[config.mk]
export PLATFORM = sky130hd
export DESIGN_NAME = psr_div
export DESIGN_NICKNAME = d
export VERILOG_FILES = /design/src/sv/psr_pkg.sv /design/src/sv/psr_div.sv
export SDC_FILE = /design/constraint.sdc
export NUM_CORES = 1
export LEC_CHECK = 0
export BUFFER_PORTS_ARGS = -buffer_cell sky130_fd_sc_hd__buf_4
export CAP_MARGIN = 20
export CORE_ASPECT_RATIO = 0.8
export CORE_MARGIN = 3
export CORE_UTILIZATION = 35
export CTS_BUF_LIST = sky130_fd_sc_hd__clkbuf_4
export DETAILED_ROUTE_END_ITERATION = 8
export GPL_TIMING_DRIVEN = 0
export PLACE_DENSITY = 0.58
export SETUP_SLACK_MARGIN = 0.4
export SLEW_MARGIN = 15
export SYNTH_ARGS = -nofsm -noshare
export SYNTH_HDL_FRONTEND = slang
export SYNTH_SLANG_ARGS = --single-unit
[constraint.sdc]
create_clock -name clock -period 2.8 [get_ports clock]
set_input_delay 0.56 -clock clock [delete_from_list [all_inputs] [get_ports clock]]
set_output_delay 0.56 -clock clock [all_outputs]
set_load 0.02 [all_outputs]
[src/sv/psr_pkg.sv]
// Shared widths, command codes, register indexes and types of the point splat rasterizer.
// No dependencies.
package psr_pkg;

   localparam int CMD_W      = 2;
   localparam int COORD_W    = 20;
   localparam int COLOR_W    = 24;
   localparam int PIX_X_W    = 8;
   localparam int PIX_Y_W    = 7;
   localparam int CSR_IDX_W  = 3;
   localparam int CSR_DATA_W = 60;
   localparam int DEPTH_W    = 20;
   localparam int GAIN_W     = 11;
   localparam int ZOOM_W     = 16;
   localparam int DIST_W     = 20;
   localparam int TRIG_FRAC  = 14;

   // shared multiply-accumulate and divider widths
   localparam int MAC_A_W   = 28;
   localparam int MAC_B_W   = 17;
   localparam int MAC_P_W   = MAC_A_W + MAC_B_W;
   localparam int MAC_ACC_W = MAC_P_W + 1;
   localparam int DIV_N_W   = MAC_P_W;
   localparam int DIV_D_W   = MAC_A_W - 1;
   localparam int DIV_CNT_W = $clog2(DIV_N_W + 1);

   localparam logic [DEPTH_W-1:0] DEPTH_CLEAR = 20'd256000;

   // commands
   localparam logic [CMD_W-1:0] CMD_CLEAR = 2'd0;
   localparam logic [CMD_W-1:0] CMD_SPLAT = 2'd1;
   localparam logic [CMD_W-1:0] CMD_PIXEL = 2'd2;
   localparam logic [CMD_W-1:0] CMD_NONE  = 2'd3;

   // register indexes
   localparam logic [CSR_IDX_W-1:0] REG_YAW    = 3'd0;
   localparam logic [CSR_IDX_W-1:0] REG_PITCH  = 3'd1;
   localparam logic [CSR_IDX_W-1:0] REG_ROLL   = 3'd2;
   localparam logic [CSR_IDX_W-1:0] REG_OFFSET = 3'd3;
   localparam logic [CSR_IDX_W-1:0] REG_DIST   = 3'd4;
   localparam logic [CSR_IDX_W-1:0] REG_ZOOM   = 3'd5;
   localparam logic [CSR_IDX_W-1:0] REG_GAIN   = 3'd6;
   localparam logic [CSR_IDX_W-1:0] REG_AXIS   = 3'd7;

   typedef struct packed {
      logic start;
      logic sub;
   } mac_ctl_type;

endpackage

[src/sv/psr_div.sv]
// Restoring divider, one quotient bit per cycle, unsigned magnitudes.
// Depends on psr_pkg.
module psr_div (
   input  logic                           clock,
   input  logic                           reset,
   input  logic                           start,
   input  logic [psr_pkg::DIV_N_W-1:0]    num,
   input  logic [psr_pkg::DIV_D_W-1:0]    den,
   output logic [psr_pkg::DIV_N_W-1:0]    quo,
   output logic                           done
);
   import psr_pkg::*;

   logic                 busy_ff, busy_in;
   logic                 done_ff, done_in;
   logic [DIV_CNT_W-1:0] cnt_ff, cnt_in;
   logic [DIV_D_W-1:0]   rem_ff, rem_in;
   logic [DIV_D_W-1:0]   den_ff, den_in;
   logic [DIV_N_W-1:0]   quo_ff, quo_in;
   logic [DIV_D_W:0]     trial;
   logic [DIV_D_W:0]     diff;
   logic                 fits;

   // shift in the next numerator bit and try a subtract
   always_comb begin
      trial = {rem_ff, quo_ff[DIV_N_W-1]};
      diff  = trial - {1'b0, den_ff};
      fits  = trial >= {1'b0, den_ff};
   end

   always_comb begin
      busy_in = busy_ff;
      done_in = 1'b0;
      cnt_in  = cnt_ff;
      rem_in  = rem_ff;
      den_in  = den_ff;
      quo_in  = quo_ff;
      if (start && !busy_ff) begin
         busy_in = 1'b1;
         cnt_in  = DIV_CNT_W'(DIV_N_W);
         rem_in  = '0;
         den_in  = den;
         quo_in  = num;
      end else if (busy_ff) begin
         rem_in = fits ? diff[DIV_D_W-1:0] : trial[DIV_D_W-1:0];
         quo_in = {quo_ff[DIV_N_W-2:0], fits};
         cnt_in = cnt_ff - 1'b1;
         if (cnt_ff == DIV_CNT_W'(1)) begin
            busy_in = 1'b0;
            done_in = 1'b1;
         end
      end
   end

   always_ff @(posedge clock) begin
      if (reset) begin
         busy_ff <= 1'b0;
         done_ff <= 1'b0;
         cnt_ff  <= '0;
      end else begin
         busy_ff <= busy_in;
         done_ff <= done_in;
         cnt_ff  <= cnt_in;
      end
   end

   always_ff @(posedge clock) begin
      rem_ff <= rem_in;
      den_ff <= den_in;
      quo_ff <= quo_in;
   end

   assign quo  = quo_ff;
   assign done = done_ff;

endmodule

# Yosys cells after proc, flatten, opt, wreduce, memory -nomap -nowiden
# Index checks and enable logic that the tools add are counted.
[word_totals]
ff_bits = 107
input_bits = 75
out_inout_bits = 46
[op_classes]
add_sub_neg = 2
n_lt_le_gt_ge = 1
eq_ne = 1
mux = 9
bitwise = 1
n_reduce_logical = 5
[ops]
columns = ["cell", "n"]
rows = [
  ["$mux 45", 2],
  ["$ge 28x27->1", 1],
  ["$mux 27", 1],
  ["$sub 27x27->27", 1],
  ["$mux 6", 2],
  ["$eq 6x1->1 const B", 1],
  ["$sub 6x1->6 const B", 1],
  ["$mux 1", 4],
  ["$reduce_or 3->1", 1],
  ["$reduce_bool 2->1", 1],
  ["$reduce_or 2->1", 1],
  ["$logic_and 1x1->1", 1],
  ["$logic_not 1->1", 1],
  ["$not 1->1", 1],
]

# Logic depth before layout (Yosys ltp)
[depth]
word_depth = 4
mapped_depth = 15

# Least setup slack after synthesis
# No wires, ideal clock.
[synth_timing]
path_kind = "register to register"
startpoint = "register quo_ff[44] (netlist: quo[44])"
endpoint = "register rem_ff[2]"
arrival_time_ps = 3054
t_required_ps = 2683
slack_ps = -370
stages_incl_launch_ff = 15
path_buffers = 2
synth_period_minus_slack_ps = 3170
cell_sequence = "edfxtp_1 inv_1 ha_1 fa_1 nor2b_4 o31a_1 o31a_1 or3_1 buf_6 o21ai_4 a211oi_4 nor2_4 buf_12 mux2_1 a22o_1"
[synth_between]
elab_chain_cells = 2
elab_cells_between_ends = 3
[synth_rtl]
columns = ["element", "line", "text"]
rows = [
  ["start, declared", "psr_div.sv:19", "logic [DIV_N_W-1:0] quo_ff, quo_in;"],
  ["start signal, assigned", "psr_div.sv:70", "quo_ff <= quo_in;"],
  ["$sub 27x27->27 / $ge 28x27->1 (equally long branches)", "psr_div.sv:27, psr_div.sv:28", ""],
  ["$mux 27 *", "psr_div.sv:45", "rem_in = fits ? diff[DIV_D_W-1:0] : trial[DIV_D_W-1:0];"],
  ["end signal, assigned", "psr_div.sv:68", "rem_ff <= rem_in;"],
  ["end, declared", "psr_div.sv:17", "logic [DIV_D_W-1:0] rem_ff, rem_in;"],
]
# Mark *: on every way between the ends. The rest lies on a longest branch, timed or not.
# A chain may end at the register's enable or synchronous reset.

# Worst setup path after layout
[layout_timing]
startpoint = "register quo_ff[44] (netlist: quo[44])"
endpoint = "register rem_ff[22]"
# Same word-level chain as after synthesis.

==> results.md <==
* Residual DRC at 0
* GR Overflow Total at 0
* Layout net count at 745
* Starting Density at 36.60%
* Period utilisation layout at 108.3%
* Hold path startpoint: den[16]
* Placed Cells at 824
* CP Launch Type: flip-flop
* Maximum vdd drop at 0.0003975 V
* Post-route insts no fill at 856
* Tmin final at 3032 ps
* Core footprint at 15360 um^2
* Max FO, Critical Path at 4
* Post-synth EDFFs at 72
* TNS Setup at -3977 ps
* Slowest stage cell, crit path: edfxtp_1
* Outcome: finished, violations left
* Most frequent cell after synthesis: edfxtp_1
* Final setup viols at 27
* Vias in the first global route at 4340
* Clk pin slew, worst setup/hold paths at 180 ps
* Syn_nets at 599
* Die height at 119.4 um
* End point of the worst hold path: den_ff[16]
* Crit Path Category: flip-flop to flip-flop
* Sink Count at 107
* Hold depth at 1
* Power, Total at 6.547 mW
* Detailed Place HPWL at 10150 um
* CTS root buf: clkbuf_4
* CP cell instances: inv_2 > ha_4 > fa_2 > nor2b_4 > o31a_1 > o31a_1 > or3_1 > buf_6 > buf_6 > buf_6 > a21oi_4 > o21bai_1 > a21oi_2 > mux2_4 > nand2_2
* Most common library cells after synthesis: edfxtp_1 (72), mux2_2 (45), inv_1 (42)
* Max Transition Viols Final at 0
* Row count at 40
* First-pass GRT wire length at 22360 um
* Port Buf Inserts at 119
* CP arrival at 3450 ps
* RSZ-0062 raised after global routing: yes
* #FFs+latches synth at 107
* Syn avg cell area at 11.38 um^2
* Largest area contributor in the netlist: edfxtp_1
* FF-to-FF setup slack at -230 ps
* H-tree Lvls at 3
* Io pins at 121
* Max-cap viol count at 0
* Post-cts hold buffer count at 0
* RR Startpoint: quo[44]
* RePlAce Congestion at 0.8806
* CTS Buf Count at 9
* Final ANT Viol Nets at 0
* DIE AREA at 17630 um^2
* Most used DFF post-synth: edfxtp_1
* First DRT Iteration DRCs at 274
* Main area contributors after synthesis: edfxtp_1 (38%), dfxtp_1 (12%), mux2_2 (9.0%)
* Gr usage total at 15.93%
* Yosys warning count at 0
* Area grow syn2layout at 28.59%
* Slew of the pin with the lowest slew margin at 756.7 ps
* Power per cell area at 905.4 nW/um^2
* Fill cell count at 1433
* First-pass iteration count of the detailed router at 6
* DIE WIDTH at 147.7 um
* Via count at 4273
* Hold Violations, Final at 0
* Share of layout cells above drive strength 1 at 35.50%
* Post-layout util at 47.06%
* Required time worst endpoint at 3220 ps
* P_leak at 3.095 nW
* Synth Instances at 494
* Most frequent cell on the critical path: buf_6
* Relative slew margins at 49.21%
* Seq/Total Area, Yosys at 50.91%
* TritonCTS clock tree: built
* Share of the synthesized area in the top cell type at 38.45%
* Slowest Stage Delay on Critical Path at 430 ps
* Area post-placement at 6824 um^2
* Asr flop ratio synth at 0%
* WL per Instance at 16.44 um
* Setup crit end kind: flip-flop
* Cell Area, Synth at 5623 um^2
* Routed WL at 14070 um
* Reg2Reg Depth at 15
* Violated checks: negative setup slack
* PnR worst setup slack at -231.7 ps
* Initial antenna violation count at 1
* Final instance area at 7231 um^2
* Worst r2r dst: rem_ff[22]
* Final Skew at 27.68 ps
* Skew-Pair Late Insertion Delay at 490 ps
* Worst Hold Class: primary input to flip-flop
* Largest net degree at the start of global routing at 37
* Max frequency at 329.8 MHz
* Count of cell types in the netlist at 53
* Bufs on Longest Clock Path at 2
* Via density at 4.992
==> layout by cell type (no fill, tap or decap), types with 3 or more instances in the layout <==
master / count
buf_4: 128
edfxtp_1: 72
mux2_2: 44
inv_1: 40
dfxtp_1: 35
nand2_1: 29
a21oi_1: 28
ha_1: 28
o21ai_1: 19
nor2_1: 16
xnor2_1: 16
mux2i_1: 14
o21ai_0: 13
clkbuf_1: 12
a21o_1: 11
nor3_1: 11
clkbuf_4: 10
nand3_1: 10
a31oi_1: 7
a211oi_1: 7
xor2_1: 6
nand2_2: 5
buf_6: 4
buf_12: 4
mux2i_2: 4
o21a_1: 3
o22ai_1: 3
o21bai_1: 3
a22o_1: 3
==> final cells by class <==
cell class / instances / area (um^2) / share of cell area [%]
diodes: 1 / 2.502 / 0.03461
clock inverters: 7 / 73.82 / 1.021
flip-flops and latches: 107 / 2863 / 39.59
plain buffers: 20 / 137.6 / 1.903
well taps: 210 / 262.8 / 3.634
repair buffers: 135 / 1095 / 15.14
clock buffers: 9 / 67.56 / 0.9344
multi-input cells: 325 / 2571 / 35.56
inverters: 42 / 157.7 / 2.180
==> logic make-up after synthesis <==
| logic type | after synthesis | synth area share, % |
|---|---|---|
| buffers and inverters | 62 | 5.162 |
| AOI/OAI and AO/OA | 115 | 12.88 |
| muxes | 65 | 12.59 |
| xor gates and xnor gates | 23 | 3.582 |
| adders and majority gates | 30 | 6.809 |
| DFF | 107 | 50.91 |
| and+or+nand+nor | 92 | 8.055 |
==> how the worst max path moves through the flow <==
stage	startpoint	endpoint	slack (ps)	cells past startpoint
finish	quo[44]	rem_ff[22]	-230	15
global route	quo[44]	rem_ff[22]	-350	15
CTS	quo[44]	rem_ff[2]	-250	14
detailed placement	quo[44]	rem_ff[19]	-440	15
global placement	quo[44]	rem_ff[3]	-390	15
floorplan	quo[44]	rem_ff[2]	-300	14
==> power breakdown <==
group | internal (mW) | total, mW | switching (mW)
Clock | 0.278 | 0.830 | 0.552
Sequential | 2.03 | 2.26 | 0.229
Combinational | 1.74 | 3.45 | 1.72
Total | 4.05 | 6.55 | 2.50
==> through the flow <==
step / hold WS [ps] / setup WS (ps)
CTS: 189.3 / -254.4
finish: 226.3 / -231.7
global route: 182.1 / -351.4
floorplan: 433.4 / -297.4
global placement: 455.3 / -385.3
detailed placement: 463.0 / -444.1
==> worst max-delay path, delay by kind of cell (launching register included) <==
| family | cells | cell delay (ps) |
|---|---|---|
| AOI/OAI and AO/OA | 5 | 950 |
| buffers and inverters | 4 | 470 |
| DFF | 1 | 430 |
| and+or+nand+nor | 3 | 430 |
| adders and majority gates | 2 | 380 |
| muxes | 1 | 320 |
==> sequential cells by signal, summed over array words and instances, names as in the netlist <==
| register | flops |
|---|---|
| den_ff | 27 |
| busy_ff | 1 |
| quo | 45 |
| cnt_ff | 6 |
| rem_ff | 27 |
| done | 1 |
==> per-layer routing <==
layer | vias up | GRT usage [%] | routed length (um)
met3 | 34 | 3.652 | 700
met2 | 102 | 24.81 | 6640
li1 | 2101 | - | -
met4 | 0 | 6.868 | 438
met1 | 2036 | 21.29 | 6293
met5 | - | 0 | 0
==> timing repair <==
action / 4_1_cts / 5_1_grt
buffers inserted: 10 / 3
cloned: 1 / 1
pin swaps: 11 / 8
gates resized for setup: 13 / 15
endpoints found under the setup margin: 28 / 32
Note: power is estimated with default switching activity, not from simulation.
