==> src/sv/psr_pkg.sv <==
// Shared widths, command codes, register indexes and types of the point splat rasterizer.
// No dependencies.
package psr_pkg;

   localparam int CMD_W      = 2;
   localparam int COORD_W    = 20;
   localparam int COLOR_W    = 24;
   localparam int PIX_X_W    = 8;
   localparam int PIX_Y_W    = 7;
   localparam int CSR_IDX_W  = 3;
   localparam int CSR_DATA_W = 60;
   localparam int DEPTH_W    = 20;
   localparam int GAIN_W     = 11;
   localparam int ZOOM_W     = 16;
   localparam int DIST_W     = 20;
   localparam int TRIG_FRAC  = 14;

   // shared multiply-accumulate and divider widths
   localparam int MAC_A_W   = 28;
   localparam int MAC_B_W   = 17;
   localparam int MAC_P_W   = MAC_A_W + MAC_B_W;
   localparam int MAC_ACC_W = MAC_P_W + 1;
   localparam int DIV_N_W   = MAC_P_W;
   localparam int DIV_D_W   = MAC_A_W - 1;
   localparam int DIV_CNT_W = $clog2(DIV_N_W + 1);

   localparam logic [DEPTH_W-1:0] DEPTH_CLEAR = 20'd256000;

   // commands
   localparam logic [CMD_W-1:0] CMD_CLEAR = 2'd0;
   localparam logic [CMD_W-1:0] CMD_SPLAT = 2'd1;
   localparam logic [CMD_W-1:0] CMD_PIXEL = 2'd2;
   localparam logic [CMD_W-1:0] CMD_NONE  = 2'd3;

   // register indexes
   localparam logic [CSR_IDX_W-1:0] REG_YAW    = 3'd0;
   localparam logic [CSR_IDX_W-1:0] REG_PITCH  = 3'd1;
   localparam logic [CSR_IDX_W-1:0] REG_ROLL   = 3'd2;
   localparam logic [CSR_IDX_W-1:0] REG_OFFSET = 3'd3;
   localparam logic [CSR_IDX_W-1:0] REG_DIST   = 3'd4;
   localparam logic [CSR_IDX_W-1:0] REG_ZOOM   = 3'd5;
   localparam logic [CSR_IDX_W-1:0] REG_GAIN   = 3'd6;
   localparam logic [CSR_IDX_W-1:0] REG_AXIS   = 3'd7;

   typedef struct packed {
      logic start;
      logic sub;
   } mac_ctl_type;

endpackage

==> src/sv/psr_mac.sv <==
// Shared signed multiply-accumulate: acc = a1*b1 +/- a2*b2 on one multiplier, in phases IDLE, SECOND, SUM.
// Depends on psr_pkg.
module psr_mac (
   input  logic                                  clock,
   input  logic                                  reset,
   input  psr_pkg::mac_ctl_type                  ctl,
   input  logic signed [psr_pkg::MAC_A_W-1:0]    a1,
   input  logic signed [psr_pkg::MAC_B_W-1:0]    b1,
   input  logic signed [psr_pkg::MAC_A_W-1:0]    a2,
   input  logic signed [psr_pkg::MAC_B_W-1:0]    b2,
   output logic signed [psr_pkg::MAC_ACC_W-1:0]  acc,
   output logic                                  done
);
   import psr_pkg::*;

   localparam logic [1:0] PH_IDLE   = 2'd0;
   localparam logic [1:0] PH_SECOND = 2'd1;
   localparam logic [1:0] PH_SUM    = 2'd2;

   logic [1:0]                  phase_ff, phase_in;
   logic                        done_ff, done_in;
   logic                        sub_ff, sub_in;
   logic signed [MAC_A_W-1:0]   a2_ff, a2_in;
   logic signed [MAC_B_W-1:0]   b2_ff, b2_in;
   logic signed [MAC_P_W-1:0]   prod_ff, prod_in;
   logic signed [MAC_ACC_W-1:0] acc_ff, acc_in;
   logic signed [MAC_A_W-1:0]   mul_a;
   logic signed [MAC_B_W-1:0]   mul_b;

   // select the multiplier operands for this phase
   always_comb begin
      mul_a = (phase_ff == PH_SECOND) ? a2_ff : a1;
      mul_b = (phase_ff == PH_SECOND) ? b2_ff : b1;
   end

   always_comb begin
      phase_in = phase_ff;
      done_in  = 1'b0;
      sub_in   = sub_ff;
      a2_in    = a2_ff;
      b2_in    = b2_ff;
      prod_in  = prod_ff;
      acc_in   = acc_ff;
      case (phase_ff)
         PH_IDLE: begin
            if (ctl.start) begin
               prod_in  = mul_a * mul_b;
               a2_in    = a2;
               b2_in    = b2;
               sub_in   = ctl.sub;
               phase_in = PH_SECOND;
            end
         end
         PH_SECOND: begin
            acc_in   = MAC_ACC_W'(prod_ff);
            prod_in  = mul_a * mul_b;
            phase_in = PH_SUM;
         end
         PH_SUM: begin
            acc_in   = sub_ff ? acc_ff - MAC_ACC_W'(prod_ff) : acc_ff + MAC_ACC_W'(prod_ff);
            done_in  = 1'b1;
            phase_in = PH_IDLE;
         end
         default: begin
            phase_in = PH_IDLE;
         end
      endcase
   end

   always_ff @(posedge clock) begin
      if (reset) begin
         phase_ff <= PH_IDLE;
         done_ff  <= 1'b0;
      end else begin
         phase_ff <= phase_in;
         done_ff  <= done_in;
      end
   end

   always_ff @(posedge clock) begin
      sub_ff  <= sub_in;
      a2_ff   <= a2_in;
      b2_ff   <= b2_in;
      prod_ff <= prod_in;
      acc_ff  <= acc_in;
   end

   assign acc  = acc_ff;
   assign done = done_ff;

endmodule

==> config.mk <==
export PLATFORM = sky130hd
export DESIGN_NAME = psr_mac
export DESIGN_NICKNAME = d
export VERILOG_FILES = /design/src/sv/psr_pkg.sv /design/src/sv/psr_mac.sv
export SDC_FILE = /design/constraint.sdc
export NUM_CORES = 2
export LEC_CHECK = 0
export BUFFER_PORTS_ARGS = -buffer_cell sky130_fd_sc_hd__buf_2
export CAP_MARGIN = 20
export CORE_MARGIN = 4
export CORE_UTILIZATION = 47
export CTS_CLUSTER_SIZE = 25
export DETAILED_ROUTE_END_ITERATION = 10
export PLACE_DENSITY = 0.6
export SLEW_MARGIN = 20
export SYNTH_ARGS = -nofsm -noshare
export SYNTH_HDL_FRONTEND = slang
export SYNTH_SLANG_ARGS = --single-unit
==> constraint.sdc <==
create_clock -name clock -period 8.8 [get_ports clock]
set_clock_uncertainty 0.1 [all_clocks]
set_input_delay 0 -clock clock [delete_from_list [all_inputs] [get_ports clock]]
set_output_delay 0 -clock clock [all_outputs]
set_load 0.02 [all_outputs]
# ---- After elaboration in Yosys (flattened, before gate mapping)
# Index checks and enable logic that the tools add are counted.
dict set report totals {
  out_inout_bits 47
  input_bits 94
  regBits 140
  word_cells 27
}
dict set report op_classes {
  addsub 2
  n_eq_ne 3
  mul 1
  n_reduce_logical 5
  mux 9
}
# cell count
set ops {}
lappend ops {{$pmux W46 S2} 1}
lappend ops {{$pmux W45 S2} 1}
lappend ops {{$add A46 B45 Y46} 1}
lappend ops {{$mux W46} 1}
lappend ops {{$sub A46 B45 Y46} 1}
lappend ops {{$mul A28 B17 Y45} 1}
lappend ops {{$mux W45} 1}
lappend ops {{$mux W28} 1}
lappend ops {{$mux W17} 1}
lappend ops {{$pmux W2 S2} 1}
lappend ops {{$reduce_and A2 Y1} 2}
lappend ops {{$reduce_bool A2 Y1} 2}
lappend ops {{$eq A2 B1 Y1 const B} 1}
lappend ops {{$eq A2 B2 Y1 const B} 1}
lappend ops {{$logic_not A2 Y1} 1}
lappend ops {{$mux W2} 1}
lappend ops {{$ne A2 B2 Y1 const B} 1}
lappend ops {{$mux W1} 1}

# ---- Longest topological paths before layout
dict set report logic_depth {
  depth_word 5
  ltp_mapped 29
  depth_no_buf 26
}

# ---- Worst setup path before layout
# OpenSTA, ideal clock, no wires.
dict set report synth_timing {
  path_kind {register to register}
  start {register phase_ff[1]}
  end {register prod_ff[38] (data pin)}
  required_ns 8.426
  period_less_slack_ns 7.695
  setup_slack_ns 1.105
  stages_incl_launch_ff 28
  setup_time_ns 0.274
  arrival_ns 7.320
  cell_sequence {dfxtp_1 inv_1 ha_1 clkbuf_1 clkbuf_1 clkbuf_1 mux2i_1 clkbuf_1 nor2_1 fa_1 inv_1 fa_1 fa_1 inv_1 fa_1 fa_1 inv_1 fa_1 inv_1 ha_1 nand2_1 or3_1 a211o_1 a21o_1 a211o_1 a211oi_2 o31a_1 o211ai_1}
}
dict set report synth_via {
  elab_chain_cells 5
  elab_cells_between_ends 7
  cone_classes {1 x mul; 1 x eq/ne; 4 x mux; 1 x reduce/logical}
}
# element line_no
set synth_rtl {}
lappend synth_rtl {{start, declared} psr_mac.sv:20} ;# logic [1:0] phase_ff, phase_in;
lappend synth_rtl {{start signal, assigned} psr_mac.sv:75} ;# phase_ff <= phase_in;
lappend synth_rtl {{$eq A2 B1 Y1} {psr_mac.sv:32, psr_mac.sv:33, psr_mac.sv:44}}
lappend synth_rtl {{$mux W28 / $mux W17 (equally long branches)} {psr_mac.sv:32, psr_mac.sv:33}}
lappend synth_rtl {{$mul A28 B17 Y45} {psr_mac.sv:47, psr_mac.sv:56}}
lappend synth_rtl {{$mux W45} psr_mac.sv:46} ;# if (ctl.start) begin
lappend synth_rtl {{$pmux W45 S2 (*)} psr_mac.sv:44} ;# case (phase_ff)
lappend synth_rtl {{net prod_in[38]} psr_mac.sv:25} ;# logic signed [MAC_P_W-1:0] prod_ff, prod_in;
lappend synth_rtl {{end signal, assigned} psr_mac.sv:84} ;# prod_ff <= prod_in;
lappend synth_rtl {{end, declared} psr_mac.sv:25}
# The timed path passes the listed nets; every way through them passes the cells marked *. The select of a mux whose other input is x is not followed.
# A chain may end at the register's enable or synchronous reset.

# ---- Worst setup path after layout
# Same ends and word-level chain as after synthesis.

==> metrics.md <==
| Metric | Value |
|---|---|
| Initial Utilization | `0.475` |
| Post-synth EDFFs | `137` |
| Synth area leader | `fa_1` |
| DRC Markers | `0` |
| Worst flop-to-flop path endpoint | `prod_ff[38]` |
| Synth area leaders | `fa_1 36%, edfxtp_1 16%, ha_1 7.6%, inv_1 7.4%, nor2_1 4.7%` |
| RD Place Congestion | `0.945` |
| Startpoint Class | `flop` |
| WL final | `70500 um` |
| Ys async rst share | `0` |
| Full die area | `58100 um2` |
| Critical path arrival | `between 8 and 9 ns` |
| Largest net degree at the start of global routing | `67` |
| CP top delay family | `adder cells` |
| Gr ovfl total | `0` |
| Worst slew margin | `0.253` |
| Most common cell after layout, fill and taps aside | `inv_1` |
| Most frequent cells in the layout | `504 x inv_1, 462 x fa_1, 318 x nor2_1` |
| Synth Instances | `2731` |
| Post-route ant nets | `0` |
| Clk sinks | `between 100 and 150` |
| Worst setup path endpoint | `prod_ff[38]` |
| H-tree level count | `4` |
| Ports | `141` |
| CP Depth | `22` |
| FMAX | `0.121 GHz` |
| Seq/Total Area, Yosys | `0.163` |
| DR iter-0 viols | `1306` |
| Clock tree buffer depth | `2` |
| Synth cell types | `73` |
| Final worst path period share | `0.936` |
| Reg clk slew, reported paths | `0.06 ns` |
| Most frequent CP cell | `fa_1` |
| Number of diodes | `0` |
| YS warnings | `0` |
| Die width | `241 um` |
| Post-synthesis cell area | `between 20000 and 30000 um2` |
| Gr usage total | `0.255` |
| Critical path type | `flop to flop` |
| RSZ-0062 raised after global routing | `no` |
| Hold WC Path Type | `input pin to flop` |
| Row count | `85` |
| Final nets | `around 3.6k` |
| Crit path largest cell delay | `approximately 0.94 ns` |
| Post-layout min period | `slightly above 8 ns` |
| Top cell type's share of synthesized area | `0.362` |
| Worst path slowest cell | `mux2i_1` |
| Yosys reg bits | `140` |
| Max_cap viols | `0` |
| Detailed Place HPWL | `between 50000 and 60000 um` |
| Vias per std cell | `5.46` |
| Post-synth top flop | `edfxtp_1` |
| Worst slew pin tran | `about 1.1 ns` |
| CTS Buf Count | `17` |
| Vias in the first global route | `21.0k` |
| Reg-to-Reg Start | `phase_ff[1]` |
| Slack of the worst reg-to-reg path | `about 0.56 ns` |
| Die Span Y | `about 240 um` |
| Synthesis-to-layout area growth | `10.6%` |
| Crit. Startpoint | `phase_ff[1]` |
| Proportion of layout cells with a drive suffix above 1 | `0.106` |
| Worst r2r path cells | `22` |
| Fin cells | `3608` |
| Slew Viols, Final | `0` |
| Mapped Avg Cell Area | `just over 9 um2` |
| Vias | `19.7k` |
| Post-CTS setup buffer count | `0` |
| WL per Instance | `just under 20 um` |
| Final Setup Violations | `0` |
| Core Area | `53800 um2` |
| Crit path buffers/inverters | `4` |
| Worst-skew pair later-pin latency | `0.51 ns` |
| Crit Path Max Fanout | `25` |
| CP required | `about 8.9 ns` |
| Placed insts | `3528` |
| Final Hold Viols | `0` |
| Crit end category | `flop` |
| IO Port Bufs | `140` |
| Status | `completed` |
| Cell Chain, Critical Path | `inv_1 -> ha_4 -> buf_4 -> mux2i_1 -> nor2_1 -> fa_1 -> fa_1 -> fa_1 -> fa_1 -> fa_1 -> inv_1 -> fa_1 -> inv_1 -> ha_1 -> nand4_1 -> or3_1 -> a211o_1 -> a21o_1 -> a211o_1 -> a211oi_2 -> o31a_1 -> o211ai_1` |
| CTS root buf | `clkbuf_16` |
| DR pass1 iterations | `5` |
| Syn_nets | `roughly 3.4k` |
| First-pass GRT wire length | `115000 um` |
| Initial antenna violation count | `0` |
| Final setup TNS | `0 ns` |
| CTS tree | `done` |
## what timing repair did
action	in CTS	in global routing
endpoints found under the hold margin	50	0
gates resized for setup	0	0
hold buffers	48	0
setup endpoints to repair	0	0
## registers in the layout, indices dropped and copies added (netlist names)
register,count
acc,46
prod_ff,45
a2_ff,28
b2_ff,17
phase_ff,2
done,1
sub_ff,1
## tightest hold or removal path, cell delays in order
cell and delay, ns:
buf_2 0.08, mux2i_1 0.05, buf_4 0.21, nor2_1 0.15
## layer usage
metal | part of all wire | vias up | global-route usage
met2 | 0.45 | 682 | 0.405
li1 | - | 9075 | -
met4 | 0.033 | 0 | 0.0850
met3 | 0.076 | 119 | 0.0606
met1 | 0.44 | 9834 | 0.347
met5 | 0 | - | 0
## cell families (layout without fill, tap and decap cells)
logic type	after synthesis	count (layout)	share of synthesized area
AOI/OAI and AO/OA	369	369	0.0936
muxes	107	107	0.0449
adders and majority gates	618	618	0.439
and+or+nand+nor	795	795	0.133
buffers and inverters	592	773	0.0883
DFF	140	140	0.163
xor gates and xnor gates	110	110	0.0380
## final cells by class
| type | instances | area [um2] |
|---|---|---|
| fillers | 4939 | 25600 |
| multi-input cells | 1999 | 19200 |
| flip-flops and latches | 140 | 4170 |
| inverters | 504 | 1890 |
| repair buffers | 237 | 1560 |
| well taps | 696 | 871 |
| clock buffers | 21 | 450 |
| clock inverters | 11 | 160 |
## stage by stage
stage                     hold slack (ns)  utilization  instance area [um2]  worst slack (ns)
final                              0.0323        0.525                28300             0.564
after global routing               0.0606        0.525                28300             0.219
after CTS                          0.0132        0.525                28300             0.525
after detailed placement           0.0781        0.505                27200             0.533
after global placement             0.0764        0.505                27200             0.721
after floorplan                   -0.0333            -                25500              1.11
## cells in the mapped netlist (15+ instances only)
cell / n
nor2_1: 318
o21ai_0: 50
o21a_1: 19
o21bai_1: 18
nand2_1: 310
nand4_1: 16
nand3_1: 28
fa_1: 462
xor2_1: 17
nor3_1: 27
clkbuf_1: 73
mux2i_1: 47
a21o_1: 33
xnor2_1: 92
ha_1: 156
inv_1: 504
a31oi_1: 16
mux2_2: 60
edfxtp_1: 137
and2_1: 15
a21oi_1: 134
## how the worst min path moves through the flow
stage	to	slack (ns)	from	cells past startpoint
detailed placement	a2_ff[13]	0.08	a2[13]	1
global route	prod_ff[0]	0.06	a1[0]	4
finish	prod_ff[0]	0.03	a1[0]	4
global placement	a2_ff[9]	0.08	a2[9]	1
CTS	prod_ff[0]	0.01	a1[0]	4
floorplan	done	-0.03	reset	1
Power is left out: the tool's default activity adds up to more than one toggle a clock period on the data nets, which glitch-free logic cannot reach.
